--- src/hdl/bqn_pkg.sv ---
// Shared types and constants for the direct-form-1 biquad notch filter.
// No dependencies; every other file of the block refers to this package.
`timescale 1ns / 1ps

package bqn_pkg;

  localparam int IN_W     = 16;   // sample field width
  localparam int COEF_W   = 16;   // Q2.14 coefficient width
  localparam int OUT_W    = 26;   // filtered output, 8 fraction bits
  localparam int BYTE_W   = 8;
  localparam int FF_W     = 35;   // sum of three feedforward products
  localparam int ACC_W    = 46;   // full accumulator, Q22
  localparam int RND_SH   = 14;   // Q22 -> Q8
  localparam int FF_SH    = 8;    // Q14 -> Q22
  localparam int FIFO_DEPTH = 4;
  localparam int CNT_W    = $clog2(FIFO_DEPTH + 1);
  localparam int PTR_W    = $clog2(FIFO_DEPTH);

  localparam int ADDR_W   = 5;
  localparam int DATA_W   = 32;
  localparam int IDX_W    = 3;

  localparam logic [IDX_W-1:0] REG_B0  = 3'd0;
  localparam logic [IDX_W-1:0] REG_B1  = 3'd1;
  localparam logic [IDX_W-1:0] REG_B2  = 3'd2;
  localparam logic [IDX_W-1:0] REG_FB1 = 3'd3;
  localparam logic [IDX_W-1:0] REG_FB2 = 3'd4;

  localparam logic signed [COEF_W-1:0] B0_RST  = 16'sd16181;
  localparam logic signed [COEF_W-1:0] B1_RST  = -16'sd30780;
  localparam logic signed [COEF_W-1:0] B2_RST  = 16'sd16181;
  localparam logic signed [COEF_W-1:0] FB1_RST = 16'sd30398;
  localparam logic signed [COEF_W-1:0] FB2_RST = -16'sd15779;

  typedef struct packed {
    logic signed [COEF_W-1:0] b0;
    logic signed [COEF_W-1:0] b1;
    logic signed [COEF_W-1:0] b2;
    logic signed [COEF_W-1:0] fb1;
    logic signed [COEF_W-1:0] fb2;
  } coef_t;

  // queue status seen by the front end and the back end
  typedef struct packed {
    logic             valid;
    logic [CNT_W-1:0] count;
  } fifo_stat_t;

endpackage

--- src/hdl/bqn_back.sv ---
// Back end: feedback products, rounding to Q8, saturation, byte scaling,
// output history and the output register. Uses bqn_pkg.
`timescale 1ns / 1ps

module bqn_back (
  input  logic                            clk,
  input  logic                            rst,
  input  bqn_pkg::coef_t                  coef,
  input  bqn_pkg::fifo_stat_t             stat,
  input  logic signed [bqn_pkg::FF_W-1:0] pop_ff,
  output logic                            pop,
  output logic                            m_tvalid,
  input  logic                            m_tready,
  output logic [39:0]                     m_tdata
);

  localparam int OW = bqn_pkg::OUT_W;
  localparam int SH_W = bqn_pkg::FF_W + bqn_pkg::FF_SH;
  localparam int PF_W = bqn_pkg::COEF_W + OW;
  localparam int RW = bqn_pkg::ACC_W - bqn_pkg::RND_SH;
  localparam logic signed [bqn_pkg::ACC_W-1:0] RND =
    bqn_pkg::ACC_W'(1) <<< (bqn_pkg::RND_SH - 1);

  logic signed [OW-1:0] y1;
  logic signed [OW-1:0] y2;
  logic signed [OW-1:0] y;
  logic signed [SH_W-1:0] ff_sh;
  logic signed [PF_W-1:0] pf1;
  logic signed [PF_W-1:0] pf2;
  logic signed [bqn_pkg::ACC_W-1:0] acc;
  logic signed [RW-1:0] acc_r;
  logic [RW-OW:0] hi;
  logic [32:0] scaled;
  logic [bqn_pkg::BYTE_W-1:0] byte_val;
  logic [OW-1:0] out_filtered;
  logic [bqn_pkg::BYTE_W-1:0] out_byte;

  assign pop = stat.valid && (!m_tvalid || m_tready);

  assign ff_sh = $signed({pop_ff, {bqn_pkg::FF_SH{1'b0}}});
  assign pf1   = coef.fb1 * y1;
  assign pf2   = coef.fb2 * y2;
  assign acc   = bqn_pkg::ACC_W'(ff_sh) + bqn_pkg::ACC_W'(pf1)
               + bqn_pkg::ACC_W'(pf2) + RND;
  assign acc_r = RW'(acc >>> bqn_pkg::RND_SH);

  // saturate to the 26-bit range when the bits above the sign disagree
  assign hi = acc_r[RW-1:OW-1];
  always_comb begin
    if (hi == '0 || hi == '1) begin
      y = acc_r[OW-1:0];
    end else if (acc_r[RW-1]) begin
      y = {1'b1, {(OW-1){1'b0}}};
    end else begin
      y = {1'b0, {(OW-1){1'b1}}};
    end
  end

  // byte = y*255 >> 24, clamped; zero for y <= 0
  assign scaled = {y[OW-2:0], 8'b0} - {8'b0, y[OW-2:0]};
  always_comb begin
    if (y[OW-1] || y == '0) begin
      byte_val = '0;
    end else if (scaled[32]) begin
      byte_val = '1;
    end else begin
      byte_val = scaled[31:24];
    end
  end

  always_ff @(posedge clk) begin
    if (rst) begin
      m_tvalid <= 1'b0;
      y1       <= '0;
      y2       <= '0;
    end else begin
      if (pop) begin
        m_tvalid <= 1'b1;
        y1       <= y;
        y2       <= y1;
      end else if (m_tready) begin
        m_tvalid <= 1'b0;
      end
    end
  end

  always_ff @(posedge clk) begin
    if (pop) begin
      out_filtered <= y;
      out_byte     <= byte_val;
    end
  end

  assign m_tdata = {6'b0, out_byte, out_filtered};

endmodule

--- config.mk ---
export PLATFORM = sky130hd
export DESIGN_NAME = bqn_back
export DESIGN_NICKNAME = d
export VERILOG_FILES = /design/src/hdl/bqn_pkg.sv /design/src/hdl/bqn_back.sv
export SDC_FILE = /design/constraint.sdc
export NUM_CORES = 2
export LEC_CHECK = 0
export BUFFER_PORTS_ARGS = -buffer_cell sky130_fd_sc_hd__buf_2
export CAP_MARGIN = 40
export CORE_MARGIN = 10
export CORE_UTILIZATION = 40
export DETAILED_ROUTE_END_ITERATION = 7
export PLACE_DENSITY = 0.55
export RECOVER_POWER = 100
export SYNTH_ARGS = -nofsm -noshare
export SYNTH_HDL_FRONTEND = slang
export SYNTH_SLANG_ARGS = --single-unit
export TNS_END_PERCENT = 20
--- constraint.sdc ---
create_clock -name clk -period 12.24 [get_ports clk]
set_input_delay 1.224 -clock clk [delete_from_list [all_inputs] [get_ports clk]]
set_output_delay 1.224 -clock clk [all_outputs]
set_load 0.005 [all_outputs]
==> results.json <==
{
  "cts-htree-levels": 3,
  "cts_max_path_buffers": 2,
  "crit_slowest_cell": "fa_1",
  "clk_latency_ns": 0.38,
  "synth_edf_count": 34,
  "finalSetupTns_ns": 0,
  "clock_sinks": 87,
  "io_pins": 164,
  "worstPathMaxFanout": 26,
  "drc": 0,
  "dr.first_iter.drc_count": 1297,
  "yosys.area_share.simple_pct": 15.23,
  "avgSynthCellArea_um2": 9.110,
  "fin_skew_ns": 0.01187,
  "final.period_utilization_pct": 94.72,
  "die_width_um": 320.6,
  "cpPeakStageDelay_ns": 0.58,
  "drt.antenna.violating_nets": 0,
  "ys_seq_area_share_pct": 5.760,
  "synth_compound_area_share_pct": 5.376,
  "maxCapViolations": 4,
  "synth_top_family_by_area": "adder cells",
  "grt_antenna_before_repair": 6,
  "cts.reportedPaths.clkPinSlew_ns": 0.08,
  "synth.top_cell.area_share_pct": 53.50,
  "grt_pass1_vias": 29230,
  "synthCells": 3968,
  "gp_congestion": 0.8766,
  "syn_to_final_growth_pct": 7.470,
  "drtPass1Iterations": 5,
  "hold_class": "flop to flop",
  "min_period_ns": 11.59,
  "rsz0062_at_grt": "no",
  "async_reset_ff_share_pct": 0,
  "drv_slew": 198,
  "crit_buf_inv": 11,
  "ys_warn_count": 0,
  "chipHeight_um": 320.6,
  "dp_hpwl_mm": 86.61,
  "grt-ovfl-total": 0,
  "slew_headroom_pct": -97.28,
  "cpMostUsedCell": "fa_1",
  "endpoint_kind": "flop",
  "vias": 26120,
  "violations": "max-capacitance violations, max-slew violations",
  "grt_first_pass_wirelength_mm": 163.5,
  "core_area_mm2": 0.08987,
  "setup_viol": 0,
  "outcome": "finished, violations left",
  "synth_area_leaders": "fa_1 (53%), inv_1 (11%), nand2_1 (6.7%)",
  "initial_core_util_pct": 40.22,
  "avgRoutedWirePerCell_um": 19.07,
  "postCtsSetupBuffers": 0,
  "cts_tree": "yes",
  "cts_made_buffers": 9,
  "ys_seq_elements": 87,
  "synthFlopType": "dfxtp_1",
  "portBuffers": 106,
  "start_kind": "primary input",
  "die_area_mm2": 0.1028,
  "synth.area.mux_share_pct": 0.05884,
  "vias_per_cell": 4.993,
  "clockRootBuffer": "clkbuf_16",
  "placementRows": 110,
  "grt_max_degree": 54,
  "crit_type": "primary input to flop",
  "routed_wl_mm": 99.79,
  "drive_gt1_share_pct": 6.512,
  "synth_top_cell_by_area": "fa_1",
  "fmax_mhz": 86.25,
  "hold_viol": 0,
  "final_nets": 5317,
  "cp_top_family": "adder cells",
  "grt.total_usage_pct": 20.43,
  "synthXorXnorAreaFrac_pct": 0.7754,
  "yosysUniqueCellTypes": 89,
  "cp.arrival_ns": 11.72,
  "synth_fa_ha_area_share_pct": 59.73,
  "cp_data_required_time_ns": 12.37,
  "tightest_slew_ns": 2.959,
  "syn_area_mm2": 0.03615
}
synth_stat cells, drive strengths merged, types with 4 or more instances:
library cell  instances
o211ai               10
o41ai                 4
xnor2                20
a211oi               12
and2                298
inv                1049
o21bai                7
nand4                22
clkbuf              165
or3                   4
a21oi               121
dfxtp                53
and3                  7
nor2                101
o21a                  7
nand3                15
buf                  26
nor3                 25
a31o                  4
nand2b               21
and4                 11
xor2                 12
fa                  966
nor2b                 4
ha                  180
edfxtp               34
or2                   4
nand2               648
a31oi                 6
nor4                  4
o31ai                 5
o21ai                48
a21o                 21
final timing paths:
kind	cells past startpoint	slack, ns	to	startpoint
max	41	0.65	out_byte[5]	coef[8]
min	2	0.48	y1[17]	y1[17]
max reg2reg	40	1.24	out_byte[2]	y2[10]
min reg2reg	2	0.48	y1[17]	y1[17]
what timing repair did:
item,in CTS,in global routing
setup endpoints to repair,0,1
hold buffers,0,0
gates resized for setup,0,1
logic make-up after synthesis:
family / count (synthesis)
AND/OR/NAND/NOR: 1172
flip-flops: 87
AO/OA/AOI/OAI: 287
buffers and inverters: 1241
other: 1
adder cells (fa/ha/maj): 1146
multiplexers: 2
XOR/XNOR: 32
registers in the layout (all words and copies together), names as in the netlist:
register and cells:
m_tvalid 1, out_byte 8, out_filtered 26, y1 26, y2 26
metal layers:
layer / up-vias / wire [um] / global-route usage (%)
li1: 11620 / - / -
met1: 13690 / 38440 / 24.16
met2: 619 / 52140 / 37.24
met3: 190 / 3933 / 1.832
met4: 6 / 5250 / 9.162
met5: - / 37 / 0
layout by cell type, fill, tap and decap left out, drive strengths merged, types with 4 or more instances in the layout:
cell type / synthesis / final
or2: 4 / 4
and3: 7 / 7
o31ai: 5 / 5
a31o: 4 / 4
inv: 1049 / 1052
nand2b: 21 / 21
o41ai: 4 / 4
o211ai: 10 / 10
nand3: 15 / 15
clkbuf: 165 / 64
xnor2: 20 / 20
o21ai: 48 / 48
a21oi: 121 / 121
a31oi: 6 / 6
o21bai: 7 / 7
nor4: 4 / 4
nor3: 25 / 25
nand4: 22 / 22
and2: 298 / 298
a21o: 21 / 21
edfxtp: 34 / 34
o21a: 7 / 7
nor2: 101 / 101
xor2: 12 / 12
and4: 11 / 11
nor2b: 4 / 4
fa: 966 / 966
nand2: 648 / 648
a211oi: 12 / 12
or3: 4 / 4
ha: 180 / 180
conb: 1 / 6
dfxtp: 53 / 53
buf: 26 / 201
worst register-to-register path, delay by kind of cell (launching register included):
| family | cells | cell delay (ns) |
|---|---|---|
| adder cells (fa/ha/maj) | 10 | 4.70 |
| AO/OA/AOI/OAI | 15 | 3.08 |
| AND/OR/NAND/NOR | 6 | 1.22 |
| flip-flops | 1 | 0.78 |
| buffers and inverters | 8 | 0.73 |
| XOR/XNOR | 1 | 0.23 |
final cells by class:
cell class	count	area, um^2
diodes	2	5.005
repair buffers	256	1693
flip-flops and latches	87	2082
clock buffers	9	225.2
fillers	9093	51030
well taps	1176	1471
multi-input cells	2645	29350
clock inverters	7	73.82
inverters	1050	3943
per-stage QoR:
stage                     util [%]  instance area [um^2]  instances  hold WS (ns)  setup slack [ns]
after floorplan                  -                 36170       3973        0.4833            0.9271
after global placement       42.82                 38480       5201        0.4962            0.3269
after detailed placement     43.03                 38670       5214        0.4726            0.3064
after CTS                    43.36                 38970       5230        0.4839            0.6659
after global routing         43.22                 38840       5231        0.5005           0.04418
final                        43.22                 38850       5232        0.4843            0.6458
Power is not shown: default switching activity piles up to over one toggle a cycle in this logic, so the estimate is an artifact.
