[config.mk]
export PLATFORM = sky130hd
export DESIGN_NAME = bqn_fifo
export DESIGN_NICKNAME = d
export VERILOG_FILES = /design/src/hdl/bqn_pkg.sv /design/src/hdl/bqn_fifo.sv
export SDC_FILE = /design/constraint.sdc
export NUM_CORES = 1
export LEC_CHECK = 0
export BUFFER_PORTS_ARGS = -buffer_cell sky130_fd_sc_hd__buf_4
export CORE_MARGIN = 1
export CORE_UTILIZATION = 61
export CTS_CLUSTER_DIAMETER = 100
export DETAILED_ROUTE_END_ITERATION = 10
export PLACE_DENSITY = 0.84
export SETUP_SLACK_MARGIN = 0.05
export SYNTH_ARGS = -nofsm -noshare
export SYNTH_HDL_FRONTEND = slang
export SYNTH_SLANG_ARGS = --single-unit
[constraint.sdc]
create_clock -name clk -period 4 [get_ports clk]
set_input_delay 0.8 -clock clk [delete_from_list [all_inputs] [get_ports clk]]
set_output_delay 0.8 -clock clk [all_outputs]
set_load 0.005 [all_outputs]
[src/hdl/bqn_pkg.sv]
// Shared types and constants for the direct-form-1 biquad notch filter.
// No dependencies; every other file of the block refers to this package.
`timescale 1ns / 1ps

package bqn_pkg;

  localparam int IN_W     = 16;   // sample field width
  localparam int COEF_W   = 16;   // Q2.14 coefficient width
  localparam int OUT_W    = 26;   // filtered output, 8 fraction bits
  localparam int BYTE_W   = 8;
  localparam int FF_W     = 35;   // sum of three feedforward products
  localparam int ACC_W    = 46;   // full accumulator, Q22
  localparam int RND_SH   = 14;   // Q22 -> Q8
  localparam int FF_SH    = 8;    // Q14 -> Q22
  localparam int FIFO_DEPTH = 4;
  localparam int CNT_W    = $clog2(FIFO_DEPTH + 1);
  localparam int PTR_W    = $clog2(FIFO_DEPTH);

  localparam int ADDR_W   = 5;
  localparam int DATA_W   = 32;
  localparam int IDX_W    = 3;

  localparam logic [IDX_W-1:0] REG_B0  = 3'd0;
  localparam logic [IDX_W-1:0] REG_B1  = 3'd1;
  localparam logic [IDX_W-1:0] REG_B2  = 3'd2;
  localparam logic [IDX_W-1:0] REG_FB1 = 3'd3;
  localparam logic [IDX_W-1:0] REG_FB2 = 3'd4;

  localparam logic signed [COEF_W-1:0] B0_RST  = 16'sd16181;
  localparam logic signed [COEF_W-1:0] B1_RST  = -16'sd30780;
  localparam logic signed [COEF_W-1:0] B2_RST  = 16'sd16181;
  localparam logic signed [COEF_W-1:0] FB1_RST = 16'sd30398;
  localparam logic signed [COEF_W-1:0] FB2_RST = -16'sd15779;

  typedef struct packed {
    logic signed [COEF_W-1:0] b0;
    logic signed [COEF_W-1:0] b1;
    logic signed [COEF_W-1:0] b2;
    logic signed [COEF_W-1:0] fb1;
    logic signed [COEF_W-1:0] fb2;
  } coef_t;

  // queue status seen by the front end and the back end
  typedef struct packed {
    logic             valid;
    logic [CNT_W-1:0] count;
  } fifo_stat_t;

endpackage

[src/hdl/bqn_fifo.sv]
// Short queue of feedforward sums between the front and back ends.
// Uses bqn_pkg for depth and widths; the front end never pushes when full.
`timescale 1ns / 1ps

module bqn_fifo (
  input  logic                            clk,
  input  logic                            rst,
  input  logic                            push,
  input  logic signed [bqn_pkg::FF_W-1:0] push_ff,
  input  logic                            pop,
  output logic signed [bqn_pkg::FF_W-1:0] pop_ff,
  output bqn_pkg::fifo_stat_t             stat
);

  logic signed [bqn_pkg::FF_W-1:0] mem [bqn_pkg::FIFO_DEPTH];
  logic [bqn_pkg::PTR_W-1:0] wr_ptr;
  logic [bqn_pkg::PTR_W-1:0] rd_ptr;
  logic [bqn_pkg::CNT_W-1:0] count;

  always_ff @(posedge clk) begin
    if (push) begin
      mem[wr_ptr] <= push_ff;
    end
  end

  always_ff @(posedge clk) begin
    if (rst) begin
      wr_ptr <= '0;
      rd_ptr <= '0;
      count  <= '0;
    end else begin
      if (push) begin
        wr_ptr <= wr_ptr + 1'b1;
      end
      if (pop) begin
        rd_ptr <= rd_ptr + 1'b1;
      end
      case ({push, pop})
        2'b10:   count <= count + 1'b1;
        2'b01:   count <= count - 1'b1;
        default: count <= count;
      endcase
    end
  end

  assign pop_ff      = mem[rd_ptr];
  assign stat.count  = count;
  assign stat.valid  = count != '0;

endmodule

==> impl_metrics.yaml, run 1 <==
setup_path:
  slowest_delay_ns: 0.75
  crit_family: "flip-flops"
  crit_path_end_kind: "output port"
  regToRegEndpoint: "mem[0][10]"
  criticalPathCategory: "reg2out"
  crit_end: "pop_ff[28]"
  r2r-start: "wr_ptr[0]"
  cp_num_buf_inv: 2
  critPathMostFrequentCell: "buf_4"
  path_cells: "buf_4 > mux4_2 > buf_4"
  start_kind: "flop"
  worst_path_max_delay_cell: "dfxtp_2"
  crit_fanout: 19
  cp.arrival_ns: 2.31
  worstRegToRegCells: 3
  cp.depth: 3
  cp.required_ns: 3.20
  r2r_slack_ns: 2.22
die:
  rows: 34
  die_w_um: 97.1
  dieArea_mm2: 0.00944
  io_pins: 78
  core_area_mm2: 0.00876
  initial_core_util: 0.630
  fp.dieH_um: 97.1
routing:
  vias_per_cell: 5.66
  wire_per_inst_um: 19.9
  wl_um: 8650
  ant_nets: 0
  drtIter0Drc: 152
  first_pass_iters: 6
  drc: 0
  vias: 2458
yosys:
  synth_area_leader_cell: "edfxtp_1"
  ys_seq_area_frac: 0.794
  syn_inst: 225
  yosys-top-cells-area: "edfxtp_1 (76%), mux4_2 (12%), dfxtp_1 (3.3%)"
  synth_seq_cells: 149
  synthesis.nets: 270
  post_synth_instance_area_mm2: 0.00552
  ys_types: 21
  synth_top_area_share: 0.761
  ys_warn_count: 0
  syn_avg_cell_area_um2: 24.5
power:
  power.leakage_uw: 0.00231
  power.density_mw_per_mm2: 532
  p_sw_uw: 761
  power.total_uw: 3560
  seqPwrFrac: 0.515
  p_comb_frac: 0.091
  p_int_uw: 2800
  ir_drop_mv: 0.341
  switching_share: 0.214
  p_clk_frac: 0.394
global_route:
  antenna_found_initial: 0
  grt_start_max_net_pins: 36
  grt-ovfl-total: 0
  grt_use_total: 0.205
  grt_pass1_vias: 2638
  grt_pass1_wl_um: 14000
placed_design:
  place_ws_ns: 1.37
  port_buffers: 77
  routabilityCongestion: 0.686
  dpl.hpwl_um: 4910
sta:
  clock.fmax_mhz: 322
  grt_setup_unrepaired: "false"
  timing.final.crit_share: 0.777
  worst_slew_pin_slew_ns: 0.980
  drv_slew: 0
  setup_viol: 0
  setup_ws_ns: 0.891
  slew_headroom: 0.347
  finalHoldViolCount: 0
  finalCriticalPeriod_ns: 3.11
  finalSetupTns_ns: 0
  skew_ns: 0.00762
outcome:
  status: "finished, final reports clean"
run:
  cap_violations: 0
clocking:
  cts_buffer_depth: 2
  clock_latency_ns: 0.51
  postCtsSetupRepairBufs: 0
  root_buffer: "clkbuf_8"
  ctsResizeCount: 0
  cts_htree_levels: 4
  cts_tree: "built"
  clkTransAtPathRegs_ns: 0.06
  cts_hold_buffers: 0
  cts.sinks: 149
  cts-buffers-inserted: 17
cells_and_area:
  nFillCells: 468
  drive_gt1_frac: 0.436
  nNetsFinal: 359
  insertedDiodeCount: 0
  area_delta_synth_final_pct: 21.2
worst_hold_path:
  hp-class: "in2reg"
-- synth_stat cells --
master	instances
and2_1	4
fa_1	1
nor2_1	7
o21ai_0	1
nand2_1	1
inv_1	3
xnor2_1	3
mux4_2	30
a21oi_1	1
clkbuf_1	1
ha_1	5
buf_6	1
edfxtp_1	140
or3_1	2
buf_2	3
buf_12	3
mux2i_1	2
mux4_1	5
clkbuf_2	1
dfxtp_1	9
xor2_1	2
-- layer usage --
| metal | wire (µm) | vias to the layer above | track usage |
|---|---|---|---|
| met5 | 0 | - | 0 |
| met4 | 79 | 0 | 0.0700 |
| met3 | 449 | 6 | 0.0734 |
| met2 | 4350 | 71 | 0.319 |
| met1 | 3760 | 1264 | 0.273 |
| li1 | - | 1117 | - |
-- metrics by stage --
stage	cells	hold WS [ns]	area, µm²	utilization
6_report	434	0.482	6690	0.763
5_1_grt	434	0.456	6690	0.763
4_1_cts	434	0.464	6690	0.763
3_5_place_dp	403	0.492	6160	0.703
3_3_place_gp	403	0.483	6160	0.703
2_1_floorplan	225	0.482	5520	-
-- worst min path at each step --
| stage | from | to | slack (ns) | cells past startpoint |
|---|---|---|---|---|
| 2_1_floorplan | count[2] | count[2] | 0.48 | 2 |
| 3_3_place_gp | count[2] | count[2] | 0.48 | 2 |
| 3_5_place_dp | count[2] | count[2] | 0.49 | 2 |
| 4_1_cts | push_ff[24] | mem[0][24] | 0.46 | 1 |
| 5_1_grt | push_ff[18] | mem[2][18] | 0.46 | 1 |
| 6_report | push_ff[24] | mem[0][24] | 0.48 | 1 |
-- kinds of logic (layout without fill, tap and decap cells) --
group | Yosys count | count (layout) | synth area share
XOR/XNOR | 5 | 5 | 0.00793
AO/OA/AOI/OAI | 2 | 2 | 0.00181
flip-flops | 149 | 149 | 0.794
AND/OR/NAND/NOR | 14 | 14 | 0.0122
multiplexers | 37 | 37 | 0.150
adder cells (fa/ha/maj) | 6 | 6 | 0.0150
buffers and inverters | 12 | 113 | 0.0193
-- cell type report --
| cell class | instances | area (µm²) | share of cell area |
|---|---|---|---|
| repair buffers | 79 | 593 | 0.0886 |
| clock buffers | 18 | 418 | 0.0625 |
| flip-flops and latches | 149 | 4390 | 0.656 |
| inverters | 3 | 11.3 | 0.00168 |
| well taps | 108 | 135 | 0.0202 |
| clock inverters | 13 | 110 | 0.0165 |
| multi-input cells | 64 | 1040 | 0.155 |
-- state kept, by name, indices dropped and copies added (netlist names), named ones only --
name and count:
count 3, mem 140, rd_ptr 2, wr_ptr 2
-- placed cells by master (no fill, tap or decap), drive strengths merged --
master    count
ha            5
or3           2
xnor2         3
mux4         35
bufinv        1
mux2i         2
o21ai         1
clkinv        5
xor2          2
clkinvlp      5
inv           5
nand2         1
buf          79
edfxtp      140
nor2          7
a21oi         1
dfxtp         9
fa            1
clkbuf       18
and2          4
-- power groups by stage --
stage / Sequential, µW / Clock (µW) / Combinational [µW]
finish: 1830 / 1400 / 323
global route: 1840 / 1490 / 350
CTS: 1840 / 1420 / 329
detailed placement: 1870 / 0 / 327
global placement: 1860 / 0 / 320
floorplan: 1840 / 0 / 190
Note: power is estimated with default switching activity, not from simulation.
==> run 2: changes to the inputs <==
--- a/config.mk
+++ b/config.mk
@@ -7,10 +7,10 @@
 export LEC_CHECK = 0
 export BUFFER_PORTS_ARGS = -buffer_cell sky130_fd_sc_hd__buf_4
 export CORE_MARGIN = 1
-export CORE_UTILIZATION = 61
+export CORE_UTILIZATION = 56
 export CTS_CLUSTER_DIAMETER = 100
 export DETAILED_ROUTE_END_ITERATION = 10
-export PLACE_DENSITY = 0.84
+export PLACE_DENSITY = 0.78
 export SETUP_SLACK_MARGIN = 0.05
 export SYNTH_ARGS = -nofsm -noshare
 export SYNTH_HDL_FRONTEND = slang
==> constraint.sdc (replaced) <==
create_clock -name clk -period 3.07 [get_ports clk]
set_input_delay 0.614 -clock clk [delete_from_list [all_inputs] [get_ports clk]]
set_output_delay 0.614 -clock clk [all_outputs]
set_load 0.005 [all_outputs]
==> impl_metrics.yaml, run 2 (same netlist as run 1, synthesis figures left out) <==
clocking:
  ctsResizeCount: 0
  cts_tree: "built"
  cts_hold_buffers: 0
  root_buffer: "clkbuf_8"
  cts.sinks: 149
  postCtsSetupRepairBufs: 0
  cts-buffers-inserted: 17
  cts_htree_levels: 4
  clkTransAtPathRegs_ns: 0.06
  cts_buffer_depth: 2
  clock_latency_ns: 0.51
power:
  p_int_uw: 3910
  ir_drop_mv: 0.455
  power.leakage_uw: 0.00241
  p_clk_frac: 0.424
  p_comb_frac: 0.092
  seqPwrFrac: 0.485
  power.density_mw_per_mm2: 714
  p_sw_uw: 991
  switching_share: 0.202
sta:
  skew_ns: 0.00849
  setup_ws_ns: 0.475
  setup_viol: 0
  finalSetupTns_ns: 0
  worst_slew_pin_slew_ns: 0.633
  clock.fmax_mhz: 385
  timing.final.crit_share: 0.845
  drv_slew: 0
  grt_setup_unrepaired: "false"
  finalCriticalPeriod_ns: 2.60
  finalHoldViolCount: 0
  slew_headroom: 0.578
setup_path:
  start_kind: "flop"
  cp.required_ns: 2.46
  worstRegToRegCells: 4
  regToRegEndpoint: "mem[0][19]"
  crit_end: "pop_ff[28]"
  cp.arrival_ns: 1.98
  crit_fanout: 25
  r2r-start: "wr_ptr[0]"
  crit_path_end_kind: "output port"
  criticalPathCategory: "reg2out"
  r2r_slack_ns: 1.30
die:
  die_w_um: 101
  initial_core_util: 0.586
  dieArea_mm2: 0.0103
  core_area_mm2: 0.00942
  io_pins: 78
  rows: 35
  fp.dieH_um: 101
global_route:
  grt_pass1_wl_um: 14000
  grt_pass1_vias: 2645
  grt_start_max_net_pins: 26
  antenna_found_initial: 0
  grt_use_total: 0.199
  grt-ovfl-total: 0
run:
  cap_violations: 0
worst_hold_path:
  hp-class: "in2reg"
routing:
  wire_per_inst_um: 19.3
  wl_um: 8940
  first_pass_iters: 4
  vias: 2509
  vias_per_cell: 5.43
  drc: 0
  ant_nets: 0
  drtIter0Drc: 87
cells_and_area:
  top_register: "mem"
  nNetsFinal: 367
  area_delta_synth_final_pct: 24.2
  insertedDiodeCount: 0
  drive_gt1_frac: 0.456
  largest_register_ffs: 140
  most-common-layout-cells: "edfxtp_1 (140), buf_4 (86), mux4_2 (30), clkbuf_16 (16)"
  top_regs: "mem (140), count (3)"
  final_util: 0.729
  final_common_cell: "edfxtp_1"
placed_design:
  port_buffers: 77
  routabilityCongestion: 0.710
  place_ws_ns: 0.956
  dpl.hpwl_um: 5540
outcome:
  status: "finished, final reports clean"
[run 2: how the worst min path moves through the flow]
stage                 from         end  cells past startpoint
2_1_floorplan     count[2]    count[2]                      2
3_3_place_gp      count[2]    count[2]                      2
3_5_place_dp      count[2]    count[2]                      2
4_1_cts        push_ff[14]  mem[0][14]                      1
5_1_grt        push_ff[20]  mem[2][20]                      1
6_report       push_ff[14]  mem[0][14]                      1
[run 2: routing by layer]
layer / vias up / global-route usage / part of all wire
li1: 1137 / - / -
met1: 1287 / 0.247 / 0.42
met2: 70 / 0.319 / 0.51
met3: 15 / 0.0704 / 0.054
met4: 0 / 0.0881 / 0.018
met5: - / 0 / 0
[run 2: stage by stage]
step | instance area, µm² | total power, µW | hold WS [ns] | instances
finish | 6860 | 4900 | 0.297 | 462
global route | 6860 | 5070 | 0.269 | 462
CTS | 6860 | 4940 | 0.277 | 462
detailed placement | 6260 | 2870 | 0.505 | 432
global placement | 6260 | 2860 | 0.483 | 432
floorplan | 5520 | 2640 | 0.482 | 225
[run 2: area by class of cell]
class	instances	area [µm²]
flip-flops and latches	149	4390
fillers	558	2550
multi-input cells	64	1040
repair buffers	87	666
clock buffers	18	418
clock inverters	12	181
well taps	129	161
inverters	3	11.3
[run 2: critical path, cell delays in order, from the launching register on]
cell and delay [ns]:
dfxtp_2 0.73, buf_4 0.27, mux4_2 0.30, buf_4 0.15
[run 2: power by group through the flow]
stage / Clock [µW] / Combinational (µW) / Sequential [µW]
2_1_floorplan: 0 / 248 / 2400
3_3_place_gp: 0 / 451 / 2410
3_5_place_dp: 0 / 459 / 2420
4_1_cts: 2110 / 461 / 2380
5_1_grt: 2200 / 490 / 2380
6_report: 2070 / 449 / 2370
==> run 3: changes to the inputs <==
--- a/config.mk
+++ b/config.mk
@@ -7,10 +7,10 @@
 export LEC_CHECK = 0
 export BUFFER_PORTS_ARGS = -buffer_cell sky130_fd_sc_hd__buf_4
 export CORE_MARGIN = 1
-export CORE_UTILIZATION = 56
+export CORE_UTILIZATION = 51
 export CTS_CLUSTER_DIAMETER = 100
 export DETAILED_ROUTE_END_ITERATION = 10
-export PLACE_DENSITY = 0.78
+export PLACE_DENSITY = 0.75
 export SETUP_SLACK_MARGIN = 0.05
 export SYNTH_ARGS = -nofsm -noshare
 export SYNTH_HDL_FRONTEND = slang
==> constraint.sdc (replaced) <==
create_clock -name clk -period 2.25 [get_ports clk]
set_input_delay 0.45 -clock clk [delete_from_list [all_inputs] [get_ports clk]]
set_output_delay 0.45 -clock clk [all_outputs]
set_load 0.005 [all_outputs]
==> impl_metrics.yaml, run 3 (same netlist as run 1, synthesis figures left out) <==
cells_and_area:
  top_regs: "mem (140), count (3)"
  nFillCells: 686
  final_common_cell: "edfxtp_1"
  insertedDiodeCount: 0
  seq_area_mm2: 0.00439
  nNetsFinal: 371
  largest_register_ffs: 140
  area_delta_synth_final_pct: 28.9
  final_area_mm2: 0.00712
  drive_gt1_frac: 0.476
  top_register: "mem"
  multi_input_area_mm2: 0.00102
  most-common-layout-cells: "edfxtp_1 (140), buf_4 (48), mux4_2 (35), buf_6 (35), clkbuf_16 (16)"
sta:
  slew_headroom: 0.640
  timing.final.crit_share: 1.01
  grt_setup_unrepaired: "true"
  setup_viol: 7
  finalHoldViolCount: 0
  setup_ws_ns: -0.0317
  worst_slew_pin_slew_ns: 0.540
  skew_ns: 0.00617
  drv_slew: 0
  clock.fmax_mhz: 438
  finalCriticalPeriod_ns: 2.28
power:
  seqPwrFrac: 0.472
  power.density_mw_per_mm2: 960
  p_comb_frac: 0.112
  p_sw_uw: 1410
  ir_drop_mv: 0.667
  switching_share: 0.206
  p_clk_frac: 0.416
  power.leakage_uw: 0.00248
  p_int_uw: 5430
run:
  cap_violations: 0
routing:
  vias: 2545
  drc: 0
  ant_nets: 0
  wire_per_inst_um: 20.4
  wl_um: 9680
  first_pass_iters: 4
  drtIter0Drc: 108
  vias_per_cell: 5.37
setup_path:
  criticalPathCategory: "reg2out"
  cp.arrival_ns: 1.83
  crit_path_end_kind: "output port"
  cp.required_ns: 1.80
  crit_fanout: 5
  start_kind: "flop"
clocking:
  cts_htree_levels: 4
  cts-buffers-inserted: 17
  clkTransAtPathRegs_ns: 0.06
  cts.sinks: 149
  clock_latency_ns: 0.51
  cts_buffer_depth: 2
  cts_hold_buffers: 0
  cts_tree: "built"
  root_buffer: "clkbuf_8"
placed_design:
  place_ws_ns: 0.347
  port_buffers: 77
  dpl.hpwl_um: 5770
  place_area_mm2: 0.00631
  routabilityCongestion: 0.665
global_route:
  grt_pass1_vias: 2720
  grt-ovfl-total: 0
  grt_pass1_wl_um: 15300
  grt_use_total: 0.194
  grt_start_max_net_pins: 21
  antenna_found_initial: 0
die:
  initial_core_util: 0.530
  fp.dieH_um: 106
  dieArea_mm2: 0.0112
  die_w_um: 106
  rows: 37
  io_pins: 78
  core_area_mm2: 0.0104
worst_hold_path:
  hp-class: "in2reg"
outcome:
  violations: "setup timing"
  status: "finished, violations left"
-- run 3: changes by cell type in the layout (fill, tap and decap cells not counted), sizes merged --
cell / change
clkinvlp: +2
buf: +4
clkinv: -1
-- run 3: critical path, cell delays in order (launching register included) --
cell and delay [ns]:
dfxtp_4 0.41, buf_12 0.13, buf_16 0.12, mux4_2 0.51, buf_6 0.14
-- run 3: layout make-up --
class                   count  share of cell area
multi-input cells          64               0.143
repair buffers             91               0.131
clock inverters            13              0.0257
flip-flops and latches    149               0.617
well taps                 136              0.0239
inverters                   3             0.00158
clock buffers              18              0.0587
-- run 3: worst paths after layout --
check                    from  slack (ns)  cells past startpoint          to
hold / removal    push_ff[30]        0.13                      1  mem[1][30]
setup reg to reg    wr_ptr[0]        0.61                      4   mem[2][8]
hold reg to reg     rd_ptr[1]        0.53                      2        flop
setup / recovery         flop       -0.03                      4  pop_ff[18]
-- run 3: stage by stage --
stage               hold WS [ns]   util  setup TNS, ns  power, µW  cells
detailed placement         0.511  0.606              0       3940    439
finish                     0.133  0.683         -0.121       6840    474
global placement           0.493  0.606              0       3920    439
CTS                        0.114  0.685         -0.797       6890    475
floorplan                  0.482      -              0       3610    225
global route               0.113  0.683         -0.996       7050    474
-- run 3: repair_timing --
action / 4_1_cts / 5_1_grt
endpoints found under the setup margin: 35 / 35
endpoints found under the hold margin: 0 / 0
buffers inserted: 2 / 0
pin swaps: 0 / 0
gates cloned: 3 / 0
gates resized for setup: 41 / 3
-- run 3: power by group through the flow --
| stage | clock network [µW] | logic [µW] | registers (µW) |
|---|---|---|---|
| floorplan | 0 | 338 | 3270 |
| global placement | 0 | 649 | 3270 |
| detailed placement | 0 | 657 | 3280 |
| CTS | 2880 | 786 | 3230 |
| global route | 2980 | 830 | 3240 |
| finish | 2840 | 767 | 3230 |
-- run 3: routing by layer --
layer / part of all wire / vias up / global-route usage
li1: - / 1141 / -
met1: 0.43 / 1309 / 0.259
met2: 0.51 / 82 / 0.308
met3: 0.043 / 13 / 0.0558
met4: 0.013 / 0 / 0.0685
met5: 0 / - / 0
